## src/rtl/core/ptw_pkg.sv

```systemverilog
// ----------------------------------------------------------------------------
// Periodic timer wheel package
// Shared constants, interface structs and helper functions for the timer
// wheel core, its per-timer store and its constant divider.
// ----------------------------------------------------------------------------
`default_nettype none

package ptw_pkg;

   // Wheel geometry. Ids are 4 bits wide, so at most 16 timers are served.
   localparam int SLOTS      = 10;
   localparam int TIMERS     = 16;
   localparam int ID_W       = 4;
   localparam int KIND_W     = 2;
   localparam int PERIOD_W   = 16;
   localparam int SLOT_W     = $clog2(SLOTS);
   localparam int ROUND_W    = 13;
   localparam int ROUNDS_MAX = 8191;

   // Scaled reciprocal of SLOTS. The scale leaves an error below one for every
   // dividend of PERIOD_W bits, so the truncated product is the exact quotient.
   localparam int DIV_SHIFT  = PERIOD_W + $clog2(SLOTS);
   localparam int DIV_RECIP  = ((1 << DIV_SHIFT) + SLOTS - 1) / SLOTS;
   localparam int RECIP_W    = PERIOD_W + 2;
   localparam int PROD_W     = PERIOD_W + RECIP_W;

   // Command codes carried by the kind field.
   localparam logic [KIND_W-1:0] KIND_TICK   = 2'd0;
   localparam logic [KIND_W-1:0] KIND_ADD    = 2'd1;
   localparam logic [KIND_W-1:0] KIND_DELETE = 2'd2;

   // One timer entry as seen on the store's read port.
   typedef struct packed {
      logic               armed;
      logic [SLOT_W-1:0]  slot;
      logic [ROUND_W-1:0] rounds;
      logic [ROUND_W-1:0] reload;
      logic [SLOT_W-1:0]  offs;
   } ptw_entry_type;

   // Write request into the store. Each group of fields has its own enable.
   typedef struct packed {
      logic               wr_armed;
      logic               armed;
      logic               wr_sched;
      logic               wr_reload;
      logic [ID_W-1:0]    addr;
      logic [SLOT_W-1:0]  slot;
      logic [ROUND_W-1:0] rounds;
      logic [ROUND_W-1:0] reload;
      logic [SLOT_W-1:0]  offs;
   } ptw_write_type;

   // Slot that lies offs + 1 slots past cur, modulo SLOTS.
   function automatic logic [SLOT_W-1:0] slot_advance(input logic [SLOT_W-1:0] cur,
                                                      input logic [SLOT_W-1:0] offs);
      logic [SLOT_W:0] sum;
      sum = {1'b0, cur} + {1'b0, offs} + (SLOT_W+1)'(1);
      if (sum >= (SLOT_W+1)'(SLOTS)) begin
         sum = sum - (SLOT_W+1)'(SLOTS);
      end
      return sum[SLOT_W-1:0];
   endfunction

   // Round count clamped to the width of the round field.
   function automatic logic [ROUND_W-1:0] rounds_sat(input logic [PERIOD_W-1:0] q);
      logic [ROUND_W-1:0] r;
      if (q > PERIOD_W'(ROUNDS_MAX)) begin
         r = ROUND_W'(ROUNDS_MAX);
      end else begin
         r = q[ROUND_W-1:0];
      end
      return r;
   endfunction

endpackage

`default_nettype wire

```

## src/rtl/core/ptw_div.sv

```systemverilog
// ----------------------------------------------------------------------------
// Constant divider
// Division of a 16-bit value by SLOTS through multiplication with a scaled
// reciprocal, in two register stages. Produces quotient and remainder with a
// one-cycle done pulse as the second stage registers them.
// ----------------------------------------------------------------------------
`default_nettype none

module ptw_div (
   input  wire logic                           clock,
   input  wire logic                           reset,
   input  wire logic                           start,
   input  wire logic [ptw_pkg::PERIOD_W-1:0]   dividend,
   output logic                                done,
   output logic [ptw_pkg::PERIOD_W-1:0]        quotient,
   output logic [ptw_pkg::SLOT_W-1:0]          remainder
);
   import ptw_pkg::*;

   logic                  stage_ff, stage_in;
   logic                  done_ff,  done_in;
   logic [PROD_W-1:0]     prod_ff,  prod_in;
   logic [PERIOD_W-1:0]   num_ff,   num_in;
   logic [PERIOD_W-1:0]   quo_ff,   quo_in;
   logic [SLOT_W-1:0]     rem_ff,   rem_in;
   logic [PERIOD_W-1:0]   back;

   // First stage multiplies by the reciprocal; the second takes the quotient
   // from the top of the product and the remainder by multiplying it back.
   always_comb begin
      stage_in = start;
      done_in  = stage_ff;
      prod_in  = prod_ff;
      num_in   = num_ff;
      quo_in   = quo_ff;
      rem_in   = rem_ff;
      back     = '0;
      if (start) begin
         prod_in = {{RECIP_W{1'b0}}, dividend} * PROD_W'(DIV_RECIP);
         num_in  = dividend;
      end
      if (stage_ff) begin
         quo_in = PERIOD_W'(prod_ff >> DIV_SHIFT);
         back   = quo_in * PERIOD_W'(SLOTS);
         rem_in = SLOT_W'(num_ff - back);
      end
   end

   // Control state is reset, the datapath is not.
   always_ff @(posedge clock) begin
      if (reset) begin
         stage_ff <= 1'b0;
         done_ff  <= 1'b0;
      end else begin
         stage_ff <= stage_in;
         done_ff  <= done_in;
      end
      prod_ff <= prod_in;
      num_ff  <= num_in;
      quo_ff  <= quo_in;
      rem_ff  <= rem_in;
   end

   assign done      = done_ff;
   assign quotient  = quo_ff;
   assign remainder = rem_ff;

endmodule

`default_nettype wire

```

## src/rtl/core/ptw_store.sv

```systemverilog
// ----------------------------------------------------------------------------
// Timer entry store
// Per-timer armed flag, wheel slot, rounds left and the reload values that
// re-arming needs. One read address and one write request per cycle.
// ----------------------------------------------------------------------------
`default_nettype none

module ptw_store (
   input  wire logic                     clock,
   input  wire logic                     reset,
   input  wire logic [ptw_pkg::ID_W-1:0] rd_addr,
   input  wire ptw_pkg::ptw_write_type   wr,
   output ptw_pkg::ptw_entry_type        rd
);
   import ptw_pkg::*;

   logic               armed_ff  [TIMERS];
   logic [SLOT_W-1:0]  slot_ff   [TIMERS];
   logic [ROUND_W-1:0] rounds_ff [TIMERS];
   logic [ROUND_W-1:0] reload_ff [TIMERS];
   logic [SLOT_W-1:0]  offs_ff   [TIMERS];

   // Armed flags are cleared by reset; the payload stays undefined until armed.
   always_ff @(posedge clock) begin
      if (reset) begin
         for (int i = 0; i < TIMERS; i++) begin
            armed_ff[i] <= 1'b0;
         end
      end else if (wr.wr_armed) begin
         armed_ff[wr.addr] <= wr.armed;
      end
      if (wr.wr_sched) begin
         slot_ff[wr.addr]   <= wr.slot;
         rounds_ff[wr.addr] <= wr.rounds;
      end
      if (wr.wr_reload) begin
         reload_ff[wr.addr] <= wr.reload;
         offs_ff[wr.addr]   <= wr.offs;
      end
   end

   // Read port for the scan and for re-arming.
   always_comb begin
      rd.armed  = armed_ff[rd_addr];
      rd.slot   = slot_ff[rd_addr];
      rd.rounds = rounds_ff[rd_addr];
      rd.reload = reload_ff[rd_addr];
      rd.offs   = offs_ff[rd_addr];
   end

endmodule

`default_nettype wire

```

## src/rtl/core/periodic_timer_wheel_core.sv

```systemverilog
// Add: two-stage reciprocal divide by SLOTS, then the entry write.
// Delete clears the armed flag as it is taken; an unused or out-of-range command does nothing.
// Tick: one timer entry scanned per cycle, then a flush step, and a done step when
// a timer expires; scan and flush stall while the result register is not taken.
// One command at a time. Reset clears the current slot, all armed flags and
// the result valid flag.
// ----------------------------------------------------------------------------
// Periodic timer wheel core
// Hashed timing wheel with SLOTS slots. Adds arm a timer, deletes disarm it,
// ticks advance the wheel and report each expiring timer in id order.
// ----------------------------------------------------------------------------
`default_nettype none

module periodic_timer_wheel_core (
   input  wire logic                         clock,
   input  wire logic                         reset,
   input  wire logic                         req_valid,
   output logic                              req_ready,
   input  wire logic [ptw_pkg::KIND_W-1:0]   req_kind,
   input  wire logic [ptw_pkg::ID_W-1:0]     req_timer_id,
   input  wire logic [ptw_pkg::PERIOD_W-1:0] req_period,
   output logic                              rsp_valid,
   input  wire logic                         rsp_ready,
   output logic [ptw_pkg::ID_W-1:0]          rsp_expired_id,
   output logic                              rsp_last
);
   import ptw_pkg::*;

   typedef enum logic [4:0] {
      ST_IDLE  = 5'b00001,
      ST_DIV   = 5'b00010,
      ST_SCAN  = 5'b00100,
      ST_FLUSH = 5'b01000,
      ST_DONE  = 5'b10000
   } state_type;

   state_type          state_ff, state_in;
   logic [SLOT_W-1:0]  cur_ff,   cur_in;
   logic [ID_W-1:0]    idx_ff,   idx_in;
   logic               hold_vld_ff, hold_vld_in;
   logic [ID_W-1:0]    hold_id_ff,  hold_id_in;
   logic               rsp_valid_ff, rsp_valid_in;
   logic [ID_W-1:0]    rsp_id_ff,    rsp_id_in;
   logic               rsp_last_ff,  rsp_last_in;

   logic                div_start;
   logic [PERIOD_W-1:0] div_dividend;
   logic                div_done;
   logic [PERIOD_W-1:0] div_quot;
   logic [SLOT_W-1:0]   div_rem;

   logic [ID_W-1:0]     rd_addr;
   ptw_entry_type       entry;
   ptw_write_type       wr;

   logic                accept;
   logic                id_ok;
   logic                out_free;
   logic                hit;
   logic [ROUND_W-1:0]  new_rounds;

   ptw_div u_div (
      .clock     (clock),
      .reset     (reset),
      .start     (div_start),
      .dividend  (div_dividend),
      .done      (div_done),
      .quotient  (div_quot),
      .remainder (div_rem)
   );

   ptw_store u_store (
      .clock   (clock),
      .reset   (reset),
      .rd_addr (rd_addr),
      .wr      (wr),
      .rd      (entry)
   );

   assign accept   = req_valid && req_ready;
   assign id_ok    = {1'b0, req_timer_id} < (ID_W+1)'(TIMERS);
   assign out_free = !rsp_valid_ff || rsp_ready;
   assign rd_addr  = idx_ff;
   assign hit      = entry.armed && (entry.slot == cur_ff);
   assign new_rounds = rounds_sat(div_quot);

   // Divider operand is period - 1, with a period of zero taken as one.
   assign div_start    = accept && (req_kind == KIND_ADD) && id_ok;
   assign div_dividend = (req_period == '0) ? '0 : req_period - PERIOD_W'(1);

   // Sequencer: command decode, arming and the tick scan.
   always_comb begin
      state_in     = state_ff;
      cur_in       = cur_ff;
      idx_in       = idx_ff;
      hold_vld_in  = hold_vld_ff;
      hold_id_in   = hold_id_ff;
      rsp_valid_in = rsp_valid_ff && !rsp_ready;
      rsp_id_in    = rsp_id_ff;
      rsp_last_in  = rsp_last_ff;
      wr           = '0;
      wr.addr      = idx_ff;

      unique case (state_ff)
         ST_IDLE: begin
            if (accept) begin
               idx_in = req_timer_id;
               priority if (req_kind == KIND_TICK) begin
                  if (cur_ff == SLOT_W'(SLOTS - 1)) begin
                     cur_in = '0;
                  end else begin
                     cur_in = cur_ff + SLOT_W'(1);
                  end
                  idx_in      = '0;
                  hold_vld_in = 1'b0;
                  state_in    = ST_SCAN;
               end else if (req_kind == KIND_ADD && id_ok) begin
                  state_in = ST_DIV;
               end else if (req_kind == KIND_DELETE && id_ok) begin
                  wr.wr_armed = 1'b1;
                  wr.armed    = 1'b0;
                  wr.addr     = req_timer_id;
               end else begin
                  state_in = ST_IDLE;
               end
            end
         end

         // Wait for the divide, then place the timer relative to the current slot.
         ST_DIV: begin
            if (div_done) begin
               wr.wr_armed  = 1'b1;
               wr.armed     = 1'b1;
               wr.wr_sched  = 1'b1;
               wr.wr_reload = 1'b1;
               wr.slot      = slot_advance(cur_ff, div_rem);
               wr.rounds    = new_rounds;
               wr.reload    = new_rounds;
               wr.offs      = div_rem;
               state_in     = ST_IDLE;
            end
         end

         // One entry per cycle unless an expiry waits on the result register. A firing
         // timer is held back until the next expiry or the flush so that the final word of the tick can carry last.
         ST_SCAN: begin
            if (hit && entry.rounds == '0) begin
               if (!hold_vld_ff || out_free) begin
                  if (hold_vld_ff) begin
                     rsp_valid_in = 1'b1;
                     rsp_id_in    = hold_id_ff;
                     rsp_last_in  = 1'b0;
                  end
                  hold_vld_in = 1'b1;
                  hold_id_in  = idx_ff;
                  wr.wr_sched = 1'b1;
                  wr.slot     = slot_advance(cur_ff, entry.offs);
                  wr.rounds   = entry.reload;
                  idx_in      = idx_ff + ID_W'(1);
                  if (idx_ff == ID_W'(TIMERS - 1)) begin
                     state_in = ST_FLUSH;
                  end
               end
            end else begin
               if (hit) begin
                  wr.wr_sched = 1'b1;
                  wr.slot     = entry.slot;
                  wr.rounds   = entry.rounds - ROUND_W'(1);
               end
               idx_in = idx_ff + ID_W'(1);
               if (idx_ff == ID_W'(TIMERS - 1)) begin
                  state_in = ST_FLUSH;
               end
            end
         end

         // Emit the held expiry, if any, as the last word of the tick.
         ST_FLUSH: begin
            if (!hold_vld_ff) begin
               state_in = ST_IDLE;
            end else if (out_free) begin
               rsp_valid_in = 1'b1;
               rsp_id_in    = hold_id_ff;
               rsp_last_in  = 1'b1;
               hold_vld_in  = 1'b0;
               state_in     = ST_DONE;
            end
         end

         ST_DONE: begin
            state_in = ST_IDLE;
         end

         default: begin
            state_in = ST_IDLE;
         end
      endcase
   end

   // Control registers take reset; held ids and result payload do not.
   always_ff @(posedge clock) begin
      if (reset) begin
         state_ff     <= ST_IDLE;
         cur_ff       <= '0;
         hold_vld_ff  <= 1'b0;
         rsp_valid_ff <= 1'b0;
      end else begin
         state_ff     <= state_in;
         cur_ff       <= cur_in;
         hold_vld_ff  <= hold_vld_in;
         rsp_valid_ff <= rsp_valid_in;
      end
      idx_ff      <= idx_in;
      hold_id_ff  <= hold_id_in;
      rsp_id_ff   <= rsp_id_in;
      rsp_last_ff <= rsp_last_in;
   end

   assign req_ready      = (state_ff == ST_IDLE);
   assign rsp_valid      = rsp_valid_ff;
   assign rsp_expired_id = rsp_id_ff;
   assign rsp_last       = rsp_last_ff;

endmodule

`default_nettype wire
```

## config.mk

```make
export PLATFORM = sky130hd
export DESIGN_NAME = periodic_timer_wheel_core
export DESIGN_NICKNAME = d
export VERILOG_FILES = /design/src/rtl/core/ptw_pkg.sv /design/src/rtl/core/ptw_div.sv /design/src/rtl/core/ptw_store.sv /design/src/rtl/core/periodic_timer_wheel_core.sv
export SDC_FILE = /design/constraint.sdc
export NUM_CORES = 1
export LEC_CHECK = 0
export BUFFER_PORTS_ARGS = -buffer_cell sky130_fd_sc_hd__clkbuf_2
export CAP_MARGIN = 25
export CORE_MARGIN = 5
export CORE_UTILIZATION = 50
export DETAILED_ROUTE_END_ITERATION = 16
export PLACE_DENSITY = 0.65
export SLEW_MARGIN = 20
export SYNTH_ARGS = -nofsm -noshare
export SYNTH_HDL_FRONTEND = slang
export SYNTH_SLANG_ARGS = --single-unit
```

## constraint.sdc

```tcl
create_clock -name clock -period 12.7 [get_ports clock]
set_input_delay 2.54 -clock clock [delete_from_list [all_inputs] [get_ports clock]]
set_output_delay 2.54 -clock clock [all_outputs]
set_load 0.01 [all_outputs]
```

After elaboration in Yosys (flattened, before gate mapping). Memory sizes are Yosys's and may differ from the RTL's. A register that Yosys moved wholly into a read port is not among the register bits. Index checks and enable logic that the tools add are counted.

Add/sub/neg operators: 11. Magnitude comparators: 3. Reductions and logical operators: 23. Eq/ne operators: 20. Muxes and demuxes: 85. $mul: 2.

Operators by type and width (count): 4-bit two-way mux (24); 17-bit two-way mux (4); 5-bit two-way mux (10); 34-bit two-way mux (1); 17-bit one-hot mux with 2 select lines (1); 16-bit by 16-bit multiplier with 32-bit output, second input constant (1); 1-bit two-way mux (31); 5-bit one-hot mux with 4 select lines (1); 16-bit zero test (1); 16-bit two-way mux (1); 4-bit one-hot mux with 2 select lines (2); 16-bit by 1-bit subtractor with 16-bit output, second input constant (1); 13-bit greater-than comparator, second input constant (1); 13-bit zero test (1); 13-bit by 3-bit multiplier with 3-bit output, second input constant (1); 13-bit two-way mux (1); 13-bit by 1-bit subtractor with 13-bit output, second input constant (1); 4-bit by 4-bit adder with 5-bit output (2); 5-bit by 1-bit adder with 5-bit output, second input constant (2); 5-bit by 4-bit >= comparator with 1-bit output, second input constant (2); 2-bit != test, second input constant (5); 5-bit AND reduction (2); 3-bit AND reduction (3); 4-bit by 1-bit adder with 4-bit output, second input constant (2); 25 further kinds (43).

Input port bits: 26. Output and inout port bits: 7. Memories: 5. Memory bits (writable): 560. Bits in registers: 79. Word-level logic and storage cells: 163.

Memories: u_store.reload_ff (words 16, bits a word 13, rd ports 1, clocked after memory_dff 1, wr ports 1, line ptw_store.sv:20) `logic [ROUND_W-1:0] reload_ff [TIMERS];`; u_store.rounds_ff (words 16, bits a word 13, rd ports 1, clocked after memory_dff 1, wr ports 1, line ptw_store.sv:19) `logic [ROUND_W-1:0] rounds_ff [TIMERS];`; u_store.offs_ff (words 16, bits a word 4, rd ports 1, clocked after memory_dff 1, wr ports 1, line ptw_store.sv:21) `logic [SLOT_W-1:0] offs_ff [TIMERS];`; u_store.slot_ff (words 16, bits a word 4, rd ports 1, clocked after memory_dff 1, wr ports 1, line ptw_store.sv:18) `logic [SLOT_W-1:0] slot_ff [TIMERS];`; u_store.armed_ff (words 16, bits a word 1, rd ports 1, clocked after memory_dff 1, wr ports 16, line ptw_store.sv:17) `logic armed_ff [TIMERS];`.

Longest topological paths before layout. Gate-level depths: netlist of run 1.

Depth after elaboration: 11. Mapped depth: 30. Mapped depth without buffers: 29.

By module. Synthesis of run 1 repeated with hierarchy kept, for this count alone.

Cell total of the unflattened synthesis: 1869. Area total of the unflattened synthesis: 30334.1 sq um.

By module, submodules not included: ptw_store (cells each 960, area each 21820.9 sq um, seq. area each 16816.1 sq um, times used 1); ptw_div (cells each 574, area each 5930.7 sq um, seq. area each 1061.0 sq um, times used 1); periodic_timer_wheel_core (cells each 335, area each 2582.5 sq um, seq. area each 610.6 sq um, times used 1).

Least setup slack after synthesis of run 1. No wires, ideal clock.

Kind: input-to-reg. Start point: input req_period[4] in the netlist's numbering. End point: register u_div.prod_ff[32], data pin. Path slack: 2.781 ns. Stages: 27. Required time: 12.430 ns. Buffers on the path: 2. Setup time: 0.270 ns. Arrival time: 9.650 ns. Path through: or2_2 or3_1 or2_2 nor4_1 clkbuf_1 clkbuf_1 nor2_1 ha_1 inv_1 fa_1 inv_1 fa_1 fa_1 fa_1 inv_1 fa_1 inv_1 ha_1 a21o_1 a21oi_1 o2111ai_1 o211a_1 a211oi_1 o31ai_1 a211o_1 a2111oi_0 nor3b_1.

Cells in the longest elaborated chain, start to end: 3. Elaborated cells between the ends (all ways): 4. Those cells by class: 1 x add/sub; 1 x mul; 1 x mux; 1 x reduce/logical.

RTL lines: start, declared (line periodic_timer_wheel_core.sv:21) `input wire logic [ptw_pkg::PERIOD_W-1:0] req_period,`; 16-bit zero test (line periodic_timer_wheel_core.sv:89) `assign div_dividend = (req_period == '0) ? '0 : req_period - PERIOD_W'(1);`; 16-bit two-way mux (line periodic_timer_wheel_core.sv:89); via div_dividend[1] (line periodic_timer_wheel_core.sv:47) `logic [PERIOD_W-1:0] div_dividend;`; 16-bit by 16-bit multiplier with 32-bit output (line ptw_div.sv:39) `prod_in = {{RECIP_W{1'b0}}, dividend} * PROD_W'(DIV_RECIP);`; end signal, assigned (line ptw_div.sv:58) `prod_ff <= prod_in;`; end, declared (line ptw_div.sv:22) `logic [PROD_W-1:0] prod_ff, prod_in;`.

The timed path passes the listed nets, and every way through them passes these cells. A chain may end at the register's enable or synchronous reset.

Final worst setup path of run 1.
Start point: input req_period[0] in the netlist's numbering. End point: register u_div.prod_ff[32], data pin.

Cells in the longest elaborated chain, start to end: 3. Elaborated cells between the ends (all ways): 4. Those cells by class: 1 x add/sub; 1 x mul; 1 x mux; 1 x reduce/logical.

RTL lines (line): 16-bit by 1-bit subtractor with 16-bit output or 16-bit zero test (tied branches) (periodic_timer_wheel_core.sv:89); 16-bit two-way mux * (periodic_timer_wheel_core.sv:89); 16-bit by 16-bit multiplier with 32-bit output * (ptw_div.sv:39).

Every way passes the cells marked *; elsewhere a longest branch is shown, timed or not.

==> PnR_summary.wiki, run 1 <==
{| class="wikitable"
! Metric !! Value
|-
| Headroom to the max-slew limit || a little under a third
|-
| Antenna fix cells || 0
|-
| Share of power burned in registers || 41.6%
|-
| TritonCTS clock tree || built
|-
| Ports placed on the boundary || 33
|-
| Total internal power || between 4 and 5 mW
|-
| Clock transition at the registers of the reported paths || about 0.07 ns
|-
| Post-placement cell area || just over 30000 µm²
|-
| Setup repair after global routing missed its margin || false
|-
| Net switching fraction of the power || 28.92%
|-
| Type of origin of the critical path || input pin
|-
| Category of the critical setup timing path || input pin to register
|-
| Initial antenna violation count || 2
|-
| Final weighted congestion in routability-driven placement || approximately 0.9
|-
| Number of flops mapped to enable cells by yosys || roughly 600
|-
| Final Worst Setup Slack || roughly 3 ns
|-
| Maximum clock frequency || 102.9 MHz
|-
| Endpoint type of the worst setup path || register
|-
| Cell Area, Synth || slightly below 30000 µm²
|-
| Deepest clock path buffer count || 3
|-
| Number of port buffers || 32
|-
| Max Clock Skew || 0.01603 ns
|-
| Count of unique library cells instantiated by Yosys || 59
|-
| Mapped Cells || roughly 1800
|-
| Share of power burned in combinational logic || 26.5%
|-
| Number of buffers added by the clock tree synthesis step || about 60
|-
| Final routed DRC violation total || 0
|-
| Full die area || 64380 µm²
|-
| Number of hold-slack violations in the final timing report || 0
|-
| Post-synthesis register bit count || about 620
|-
| Height of the die || between 200 and 300 µm
|-
| Setup tns final || 0 ns
|-
| # resized after CTS || 0
|-
| Die outline width || between 200 and 300 µm
|-
| First-pass GRT wire length || 101000 µm
|-
| Area added between synthesis and finish || 11.54%
|-
| Depth of the CTS H-tree || 2
|-
| Core area || approximately 59000 µm²
|-
| Switching power total || roughly 1.6 mW
|-
| Fraction of final layout cells with drive strength greater than 1 || between 20 and 25%
|-
| Post-detailed-route count of antenna-violating nets || 0
|-
| PnR Total Power || approximately 5.7 mW
|-
| Max-slew violation count || 0
|-
| Global-route met1 utilization || ~30%
|-
| Yosys synthesis warning count || 0
|-
| # placed instances || 2546
|-
| Mean post-synth cell area || around 17 µm²
|-
| Total clock sinks || about 620
|-
| Worst min-delay path category || register to register
|-
| Min Tclk post-route || roughly 9.7 ns
|-
| Global-route total usage across every layer || a little over a fifth
|-
| Required @ worst endpoint || ~13 ns
|-
| Share of Yosys cell area claimed by the top area cell type || about three fifths
|-
| Total gr overflow || 0
|-
| Most prevalent standard cell on the critical path || inv_1
|-
| Ys async rst share || 0%
|-
| FP Rows || 89
|-
| Top cells by area in the synthesized netlist || edfxtp_1 (61%), mux4_2 (13%), ha_1 (6.1%), fa_1 (5.1%), inv_1 (2.3%)
|-
| Root buffer cell || clkbuf_16
|-
| Net Count, Synth || roughly 2000
|-
| Most used standard cell by instance count after synthesis || edfxtp_1
|-
| Post-route insts no fill || 2664
|-
| Cell area after layout || around 33000 µm²
|-
| Number of hold buffers added after cts || 0
|-
| Clock share of power || 31.9%
|-
| Setup repair bufs after CTS || 0
|-
| Crit path max-delay cell type || fa_1
|-
| Post-detailed-routing wire length || about 68000 µm
|-
| Sequential fraction of the synthesis area || 62.52%
|-
| Detail-routed net length per standard cell || between 20 and 30 µm
|-
| Commonest register cell after synthesis || edfxtp_1
|-
| Met3 track demand over resource in global routing || under 10%
|-
| Nets || ~2100
|-
| 1st-iter DRT viols || roughly 1300
|-
| Number of setup violations in the final report || 0
|-
| Leakage dissipation || around 12 nW
|-
| Clock latency on the worst-skew pair || about 0.63 ns
|-
| HPWL after detailed placement || around 43000 µm
|-
| Pin count of the biggest net entering global routing || 60
|-
| Post-DR vias/cell || around 5.8
|-
| Largest fanout of any net on the critical path || 6
|-
| Global-route layer with the greatest usage || met2
|-
| Most instantiated cells after synthesis || edfxtp_1 (607), inv_1 (183), mux4_2 (172)
|-
| DR pass1 iterations || 7
|-
| Utilization after layout || 56.24%
|-
| Max incr delay on CP || ~0.50 ns
|-
| Pre-CTS worst setup slack || ~2.4 ns
|-
| Slew at the pin closest to its max-slew limit || 1.035 ns
|-
| Number of global-route vias before repair || ~16000
|-
| Status || finished, final reports clean
|-
| Peak VDD IR || 128.2 µV
|-
| Worst hold slack across all endpoints || approximately 0.4 ns
|-
| Post-synth top area cell || edfxtp_1
|-
| Global routing met2 resource utilization || between 30% and 40%
|-
| Vias after detailed routing || about 15000
|-
| Max-capacitance violation count || 0
|-
| Ratio of final minimum period to clock period || approximately three quarters
|-
| Power per cell area || around 170 nW/µm²
|-
| Effective utilization at floorplan || just over 50%
|-
| Arrival time of the worst setup path || ~10 ns
|}
[sequential cells by signal (all words and copies together) (netlist names), 5 cells and up, named ones only]
signal / flops
u_div.prod_ff: 13
u_store.reload_ff: 208
u_store.offs_ff: 64
u_store.rounds_ff: 208
u_store.armed_ff: 16
state_ff: 5
u_store.slot_ff: 64
u_div.quotient: 13
[per-layer routing]
layer  share of wire, %  vias to the layer above  wire length (µm)
met5                  0                        -                 0
met3                5.8                      101              3933
met2                 50                      475             34130
met1                 42                     8028             28130
met4                2.1                        0              1427
li1                   -                     6844                 -
[cells by family (layout without fill, tap and decap cells)]
kind of cell	after synthesis	count (layout)	share of synthesized area [%]
buffers and inverters	242	381	3.227
DFF	624	624	62.52
xor gates and xnor gates	63	63	1.858
muxes	191	191	13.76
AOI/OAI and AO/OA	137	137	2.945
adders and majority gates	221	221	11.23
and+or+nand+nor	274	274	4.461
[path summary, 6_finish.rpt]
kind              slack [ns]  cells past startpoint               from                        to
setup / recovery        2.98                     29      req_period[0]         u_div.prod_ff[32]
hold / removal          0.41                      0  u_div.prod_ff[32]        u_div.quotient[12]
setup reg to reg        6.77                     11           register  u_store.rounds_ff[13][1]
hold reg to reg         0.41                      0  u_div.prod_ff[32]        u_div.quotient[12]
[power by group through the flow]
stage	logic, mW	registers, mW	clock network, mW
detailed placement	1.51	2.41	0
floorplan	1.19	2.36	0
CTS	1.53	2.37	1.84
global route	1.73	2.37	1.93
global placement	1.48	2.41	0
finish	1.50	2.36	1.81
[layout by cell type, fill, tap and decap left out, types with 28 or more instances in the layout]
cell | netlist | layout
a21oi_1 | 37 | 37
buf_4 | 5 | 50
clkbuf_16 | 0 | 62
clkbuf_2 | 0 | 32
edfxtp_1 | 607 | 607
fa_1 | 76 | 76
ha_1 | 145 | 145
inv_1 | 183 | 183
mux4_2 | 172 | 172
nand2_1 | 50 | 50
nor2_1 | 111 | 79
o21ai_0 | 29 | 28
xnor2_1 | 40 | 40
[layout make-up]
class / count / area [µm²]
Timing Repair Buffer: 84 / 570.5
Tap cell: 773 / 967.2
Fill cell: 4494 / 25780
Clock inverter: 41 / 427.9
Sequential cell: 624 / 18580
Clock buffer: 73 / 1593
Inverter: 183 / 686.9
Multi-Input combinational cell: 886 / 10300
[worst max-delay path, delay by kind of cell]
kind	cells	cell delay [ns]
buffers and inverters	6	0.47
AO/OA/AOI/OAI	8	2.08
XOR/XNOR	1	0.10
adder cells (fa/ha/maj)	7	2.84
AND/OR/NAND/NOR	7	2.03
Note: power is estimated with default switching activity, not from simulation.
==> inputs of run 2 (changes only) <==
==> constraint.sdc (replaced) <==
create_clock -name clock -period 9.5 [get_ports clock]
set_input_delay 1.9 -clock clock [delete_from_list [all_inputs] [get_ports clock]]
set_output_delay 1.9 -clock clock [all_outputs]
set_load 0.01 [all_outputs]
==> run 2 against run 1 <==
  * Count of clock-buffer cells in the layout up 10
  * Clock skew up 0.013 ns
  * Via count up 1.4%
  * Cell area up 0.42%
  * Core utilization up 0.24 points
  * Die area unchanged
  * Worst hold slack better by 0.0037 ns
  * Sequential power up 33%
  * Critical path depth up 2
  * Worst setup slack worse by 2.4 ns
==> PnR_summary.wiki, run 2 (synthesis gave the netlist of run 1 again) <==
{| class="wikitable"
! Metric !! Value
|-
| Max Clock Skew || 0.02863 ns (+0.01260 ns)
|-
| Vias after detailed routing || 15670 (+1.4%)
|-
| TritonCTS clock tree || built
|-
| Number of buffers added by the clock tree synthesis step || 66 (+8.2%)
|-
| Initial antenna violation count || 2 (unchanged)
|-
| FP Rows || 89 (unchanged)
|-
| Maximum clock frequency || between 100 and 150 MHz
|-
| Die outline width || 253.7 µm (unchanged)
|-
| Total clock sinks || 624 (unchanged)
|-
| Core area || 58910 µm² (unchanged)
|-
| # fillers || 4541 (+1.0%)
|-
| Number of setup violations in the final report || 0 (unchanged)
|-
| Setup repair after global routing missed its margin || false
|-
| # placed instances || 2572 (+1.0%)
|-
| Headroom to the max-slew limit || 32.77% (+2.0 points)
|-
| Registers with the most flip-flops || u_store.reload_ff x208, u_store.rounds_ff x208
|-
| 1st-iter DRT viols || 1487 (+17%)
|-
| Deepest clock path buffer count || 3 (unchanged)
|-
| Buf/Inv on CP || 8 (+2)
|-
| Largest fanout of any net on the critical path || 4 (-2)
|-
| Global-route total usage across every layer || 21.68% (+0.33 points)
|-
| Number of hold-slack violations in the final timing report || 0 (unchanged)
|-
| First-pass GRT wire length || 102500 µm (+1.4%)
|-
| Setup repair bufs after CTS || 0 (unchanged)
|-
| Cell family with the largest share of critical-path delay || adder cells
|-
| Power per cell area || 229.1 nW/µm² (+34%)
|-
| Full die area || 64380 µm² (unchanged)
|-
| Number of global-route vias before repair || 16164 (+0.99%)
|-
| Ports placed on the boundary || 33 (unchanged)
|-
| Detail-routed net length per standard cell || 25.45 µm (+0.26%)
|-
| Most common cell after layout, fill and taps aside || edfxtp_1
|-
| Worst hold path cell count || 0 (unchanged)
|-
| Crit path max-delay cell type || fa_1
|-
| Peak VDD IR || 233.4 µV (+82%)
|-
| HPWL after detailed placement || 43400 µm (+1.2%)
|-
| Final routed DRC violation total || 0 (unchanged)
|-
| Post-detailed-route count of antenna-violating nets || 0 (unchanged)
|-
| Max-capacitance violation count || 0 (unchanged)
|-
| Area added between synthesis and finish || 12.01%
|-
| PnR Total Power || 7.623 mW (+34%)
|-
| Nets || 2116 (+1.4%)
|-
| Number of hold buffers added after cts || 0 (unchanged)
|-
| # resized after CTS || 0 (unchanged)
|-
| Max incr delay on CP || 0.51 ns (about the same)
|-
| Clock transition at the registers of the reported paths || 0.06 ns (about the same)
|-
| Root buffer cell || clkbuf_16
|-
| Most prevalent standard cell on the critical path || inv_1
|-
| Commonest cells after routing, fill and taps aside || edfxtp_1 (607), inv_1 (183), mux4_2 (172)
|-
| Worst min-delay path category || register to register
|-
| Endpoint type of the worst setup path || register
|-
| DR pass1 iterations || 5 (-2)
|-
| Clock latency on the worst-skew pair || 0.61 ns (-0.02 ns)
|-
| Leakage dissipation || 11.91 nW (+1.1%)
|-
| Effective utilization at floorplan || 50.42% (unchanged)
|-
| Total gr overflow || 0 (unchanged)
|-
| Pin count of the biggest net entering global routing || 51 (-15%)
|-
| Status || finished, final reports clean
|-
| Type of origin of the critical path || input pin
|-
| Min Tclk post-route || slightly below 9 ns
|-
| Depth of the CTS H-tree || 3 (+1)
|-
| Worst reg-to-reg path cell count || 10 (-1)
|-
| Category of the critical setup timing path || input pin to register
|-
| Worst path depth || 31 (+6.9%)
|-
| Final weighted congestion in routability-driven placement || 0.9034 (+0.17%)
|-
| Post-detailed-routing wire length || 68440 µm (+1.2%)
|-
| Required @ worst endpoint || 9.84 ns (-3.22 ns)
|-
| Max-slew violation count || 0 (unchanged)
|-
| Setup tns final || 0 ns (unchanged)
|-
| Arrival time of the worst setup path || 9.22 ns (-0.86 ns)
|-
| Fraction of final layout cells with drive strength greater than 1 || 22.57% (+0.84 points)
|-
| Slew at the pin closest to its max-slew limit || 1.005 ns (-0.02990 ns)
|-
| Post-DR vias/cell || 5.827 (+0.49%)
|-
| Ratio of final minimum period to clock period || about 93%
|-
| Post-route insts no fill || 2689 (+0.94%)
|-
| Number of port buffers || 32 (unchanged)
|-
| Height of the die || 253.7 µm (unchanged)
|}
-- run 2: final timing paths --
| path | start | to | slack, ns |
|---|---|---|---|
| max reg2reg | register | u_store.rounds_ff[9][1] | 3.53 |
| max | req_period[0] | u_div.prod_ff[32] | 0.62 |
| min | u_div.num_ff[0] | u_div.remainder[0] | 0.42 |
| min reg2reg | u_div.num_ff[0] | u_div.remainder[0] | 0.42 |
-- run 2: per-stage QoR --
step	area, µm²	hold slack (ns)	utilization [%]	setup slack (ns)
after global routing	33270	0.4343	56.47	0.1410
after global placement	31250	0.4050	53.05	0.1244
after floorplan	29700	0.4003	-	0.2207
after detailed placement	31260	0.4054	53.06	0.01327
after CTS	33240	0.4182	56.42	0.6261
final	33270	0.4152	56.47	0.6246
-- run 2: cell type report --
| type | instances | area, µm² | share of cell area (%) |
|---|---|---|---|
| Antenna cell | 2 | 5.005 | 0.01504 |
| Multi-Input combinational cell | 886 | 10320 | 31.02 |
| Timing Repair Buffer | 108 | 728.2 | 2.189 |
| Clock buffer | 83 | 1758 | 5.284 |
| Tap cell | 773 | 967.2 | 2.907 |
| Clock inverter | 30 | 221.5 | 0.6657 |
| Inverter | 183 | 686.9 | 2.065 |
| Sequential cell | 624 | 18580 | 55.85 |
-- run 2: per-layer routing --
metal | wire length [µm] | global-route usage, % | share of wire (%)
met4 | 1657 | 6.290 | 2.4
met5 | 0 | 0 | 0
met1 | 28660 | 30.76 | 42
met3 | 4824 | 4.176 | 7.0
met2 | 33300 | 34.89 | 49
-- run 2: power breakdown --
group	switching, mW	internal [mW]	total [mW]
Sequential	0.0612	3.09	3.15
Combinational	1.13	0.958	2.09
Clock	1.03	1.35	2.38
==> inputs of run 3 (changes only) <==
--- a/config.mk
+++ b/config.mk
@@ -9,8 +9,9 @@
 export CAP_MARGIN = 25
 export CORE_MARGIN = 5
 export CORE_UTILIZATION = 50
+export CTS_BUF_LIST = sky130_fd_sc_hd__clkbuf_8
 export DETAILED_ROUTE_END_ITERATION = 16
-export PLACE_DENSITY = 0.65
+export PLACE_DENSITY_LB_ADDON = 0.12
 export SLEW_MARGIN = 20
 export SYNTH_ARGS = -nofsm -noshare
 export SYNTH_HDL_FRONTEND = slang
==> constraint.sdc (replaced) <==
create_clock -name clock -period 9.9 [get_ports clock]
set_input_delay 1.98 -clock clock [delete_from_list [all_inputs] [get_ports clock]]
set_output_delay 1.98 -clock clock [all_outputs]
set_load 0.01 [all_outputs]
==> run 3 against run 2 <==
  * Combinational power shrank 6%
  * Count of clock-buffer cells in the layout increased by 17
  * Global-route usage fell by 0.19 points
  * Register-to-register slack improved by 0.40 ns
  * Non-clock buffer count down 30
  * Worst setup slack better by 0.24 ns
  * Flip-flop and latch count unchanged
  * Clock power down 18%
  * Sequential power decreased by 4%
  * Critical path type unchanged
  * Critical endpoint unchanged
==> PnR_summary.wiki, run 3 (synthesis gave the netlist of run 1 again) <==
{| class="wikitable"
! Metric !! Value
|-
| Status || finished, final reports clean
|-
| Fraction of final layout cells with drive strength greater than 1 || 22.59% (about the same)
|-
| Arrival time of the worst setup path || 9.46 ns (+0.24 ns)
|-
| Post-detailed-routing wire length || 67120 µm (-1.9%)
|-
| Peak VDD IR || 181.4 µV (-22%)
|-
| Total clock sinks || 624 (unchanged)
|-
| Largest fanout of any net on the critical path || 4 (unchanged)
|-
| Headroom to the max-slew limit || 36.33% (+3.6 points)
|-
| Initial antenna violation count || 0 (-2)
|-
| Commonest cells after routing, fill and taps aside || edfxtp_1 (607), inv_1 (211), mux4_2 (172)
|-
| Endpoint type of the worst setup path || register
|-
| Full die area || 64380 µm² (unchanged)
|-
| DR pass1 iterations || 5 (unchanged)
|-
| Post-route insts no fill || 2721 (+1.2%)
|-
| Ports placed on the boundary || 33 (unchanged)
|-
| FP Rows || 89 (unchanged)
|-
| Setup tns final || 0 ns (unchanged)
|-
| Max incr delay on CP || 0.51 ns (about the same)
|-
| Total gr overflow || 0 (unchanged)
|-
| Depth of the CTS H-tree || 3 (unchanged)
|-
| 1st-iter DRT viols || 1268 (-15%)
|-
| Max-slew violation count || 0 (unchanged)
|-
| Final routed DRC violation total || 0 (unchanged)
|-
| Post-detailed-route count of antenna-violating nets || 0 (unchanged)
|-
| Cell area after layout || 32900 µm² (-1.1%)
|-
| Core area || 58910 µm² (unchanged)
|-
| Required @ worst endpoint || 10.33 ns (+0.49 ns)
|-
| Category of the critical setup timing path || input pin to register
|-
| TritonCTS clock tree || built
|-
| Type of origin of the critical path || input pin
|-
| Number of global-route vias before repair || 16679 (+3.2%)
|-
| Maximum clock frequency || 110.7 MHz
|-
| Pin count of the biggest net entering global routing || 65 (+27%)
|-
| Clock latency on the worst-skew pair || 0.69 ns (+0.08 ns)
|-
| Final weighted congestion in routability-driven placement || 0.8542 (-5.4%)
|-
| Clock transition at the registers of the reported paths || 0.06 ns (about the same)
|-
| Min Tclk post-route || between 9 and 10 ns
|-
| Slew at the pin closest to its max-slew limit || 0.9487 ns (-0.05607 ns)
|-
| Height of the die || 253.7 µm (unchanged)
|-
| First-pass GRT wire length || 102200 µm (-0.21%)
|-
| Most common cell after layout, fill and taps aside || edfxtp_1
|-
| Post-DR vias/cell || 5.681 (-2.5%)
|-
| # placed instances || 2542 (-1.2%)
|-
| Number of hold-slack violations in the final timing report || 0 (unchanged)
|-
| Area added between synthesis and finish || 10.75%
|-
| Power per cell area || 211.2 nW/µm² (-7.8%)
|-
| Leakage dissipation || 11.81 nW (-0.83%)
|-
| Ratio of final minimum period to clock period || 91.22%
|-
| PnR Total Power || 6.948 mW (-8.9%)
|-
| Detail-routed net length per standard cell || 24.67 µm (-3.1%)
|-
| HPWL after detailed placement || 42440 µm (-2.2%)
|-
| Deepest clock path buffer count || 3 (unchanged)
|-
| Max Clock Skew || 0.03491 ns (+0.006280 ns)
|-
| Number of buffers added by the clock tree synthesis step || 97 (+47%)
|-
| Max-capacitance violation count || 0 (unchanged)
|-
| Setup repair after global routing missed its margin || false
|-
| Crit path max-delay cell type || fa_1
|-
| Setup repair bufs after CTS || 0 (unchanged)
|-
| Registers with the most flip-flops || u_store.reload_ff x208, u_store.rounds_ff x208
|-
| Antenna fix cells || 0 (-2)
|-
| # fillers || 4653 (+2.5%)
|-
| Most prevalent standard cell on the critical path || inv_1
|-
| Number of hold buffers added after cts || 0 (unchanged)
|-
| Global-route total usage across every layer || 21.49% (-0.19 points)
|-
| Die outline width || 253.7 µm (unchanged)
|-
| Effective utilization at floorplan || 50.42% (unchanged)
|-
| Nets || 2117 (+0.047%)
|-
| Root buffer cell || clkbuf_8
|-
| Worst min-delay path category || register to register
|-
| Number of port buffers || 32 (unchanged)
|-
| Vias after detailed routing || 15458 (-1.4%)
|-
| Utilization after layout || 55.84% (-0.63 points)
|-
| Post-placement cell area || 31120 µm² (-0.44%)
|-
| Number of setup violations in the final report || 0 (unchanged)
|-
| # resized after CTS || 0 (unchanged)
|}
-- run 3: worst paths after layout --
| path | cells past startpoint | slack [ns] | from | endpoint |
|---|---|---|---|---|
| worst max register to register | 9 | 3.93 | register | u_store.rounds_ff[15][1] |
| worst min-delay path | 0 | 0.41 | u_div.prod_ff[25] | u_div.quotient[5] |
| worst min register to register | 0 | 0.41 | u_div.prod_ff[25] | u_div.quotient[5] |
| worst max-delay path | 29 | 0.87 | req_period[0] | u_div.prod_ff[32] |
-- run 3: area by class of cell --
| cell class | count | area (µm²) | area share, % |
|---|---|---|---|
| inverter | 183 | 686.9 | 2.088 |
| clock buffer | 100 | 1376 | 4.184 |
| clock inverter | 77 | 377.9 | 1.149 |
| sequential | 624 | 18580 | 56.48 |
| tap | 773 | 967.2 | 2.940 |
| multi-input combinational | 886 | 10370 | 31.52 |
| timing repair buffer | 78 | 538.0 | 1.636 |
-- run 3: report_power, final --
part           leakage (nW)  internal [mW]  switching [mW]
Clock                  1.02          0.972           0.991
Sequential             5.70           2.96          0.0606
Combinational          5.10          0.878            1.08
-- run 3: metal layers --
metal	wire length, µm	up-vias	global-route usage [%]	part of all wire, %
li1	-	6922	-	-
met1	27480	8023	27.89	41
met2	34670	402	37.52	52
met3	3114	111	3.531	4.6
met4	1853	0	6.843	2.8
met5	0	-	0	0
-- run 3: stage by stage --
step | setup WS, ns | hold WS, ns
3_5_place_dp | 0.1233 | 0.4045
6_report | 0.8690 | 0.4147
2_1_floorplan | 0.5407 | 0.4003
3_3_place_gp | 0.2600 | 0.4025
5_1_grt | 0.3538 | 0.4248
4_1_cts | 0.8570 | 0.4174
-- run 3: worst max-delay path, delay by kind of cell --
kind,cells,cell delay (ns)
XOR/XNOR,1,0.10
buffers and inverters,6,0.46
AO/OA/AOI/OAI,8,2.09
AND/OR/NAND/NOR,7,1.99
adder cells (fa/ha/maj),7,2.81
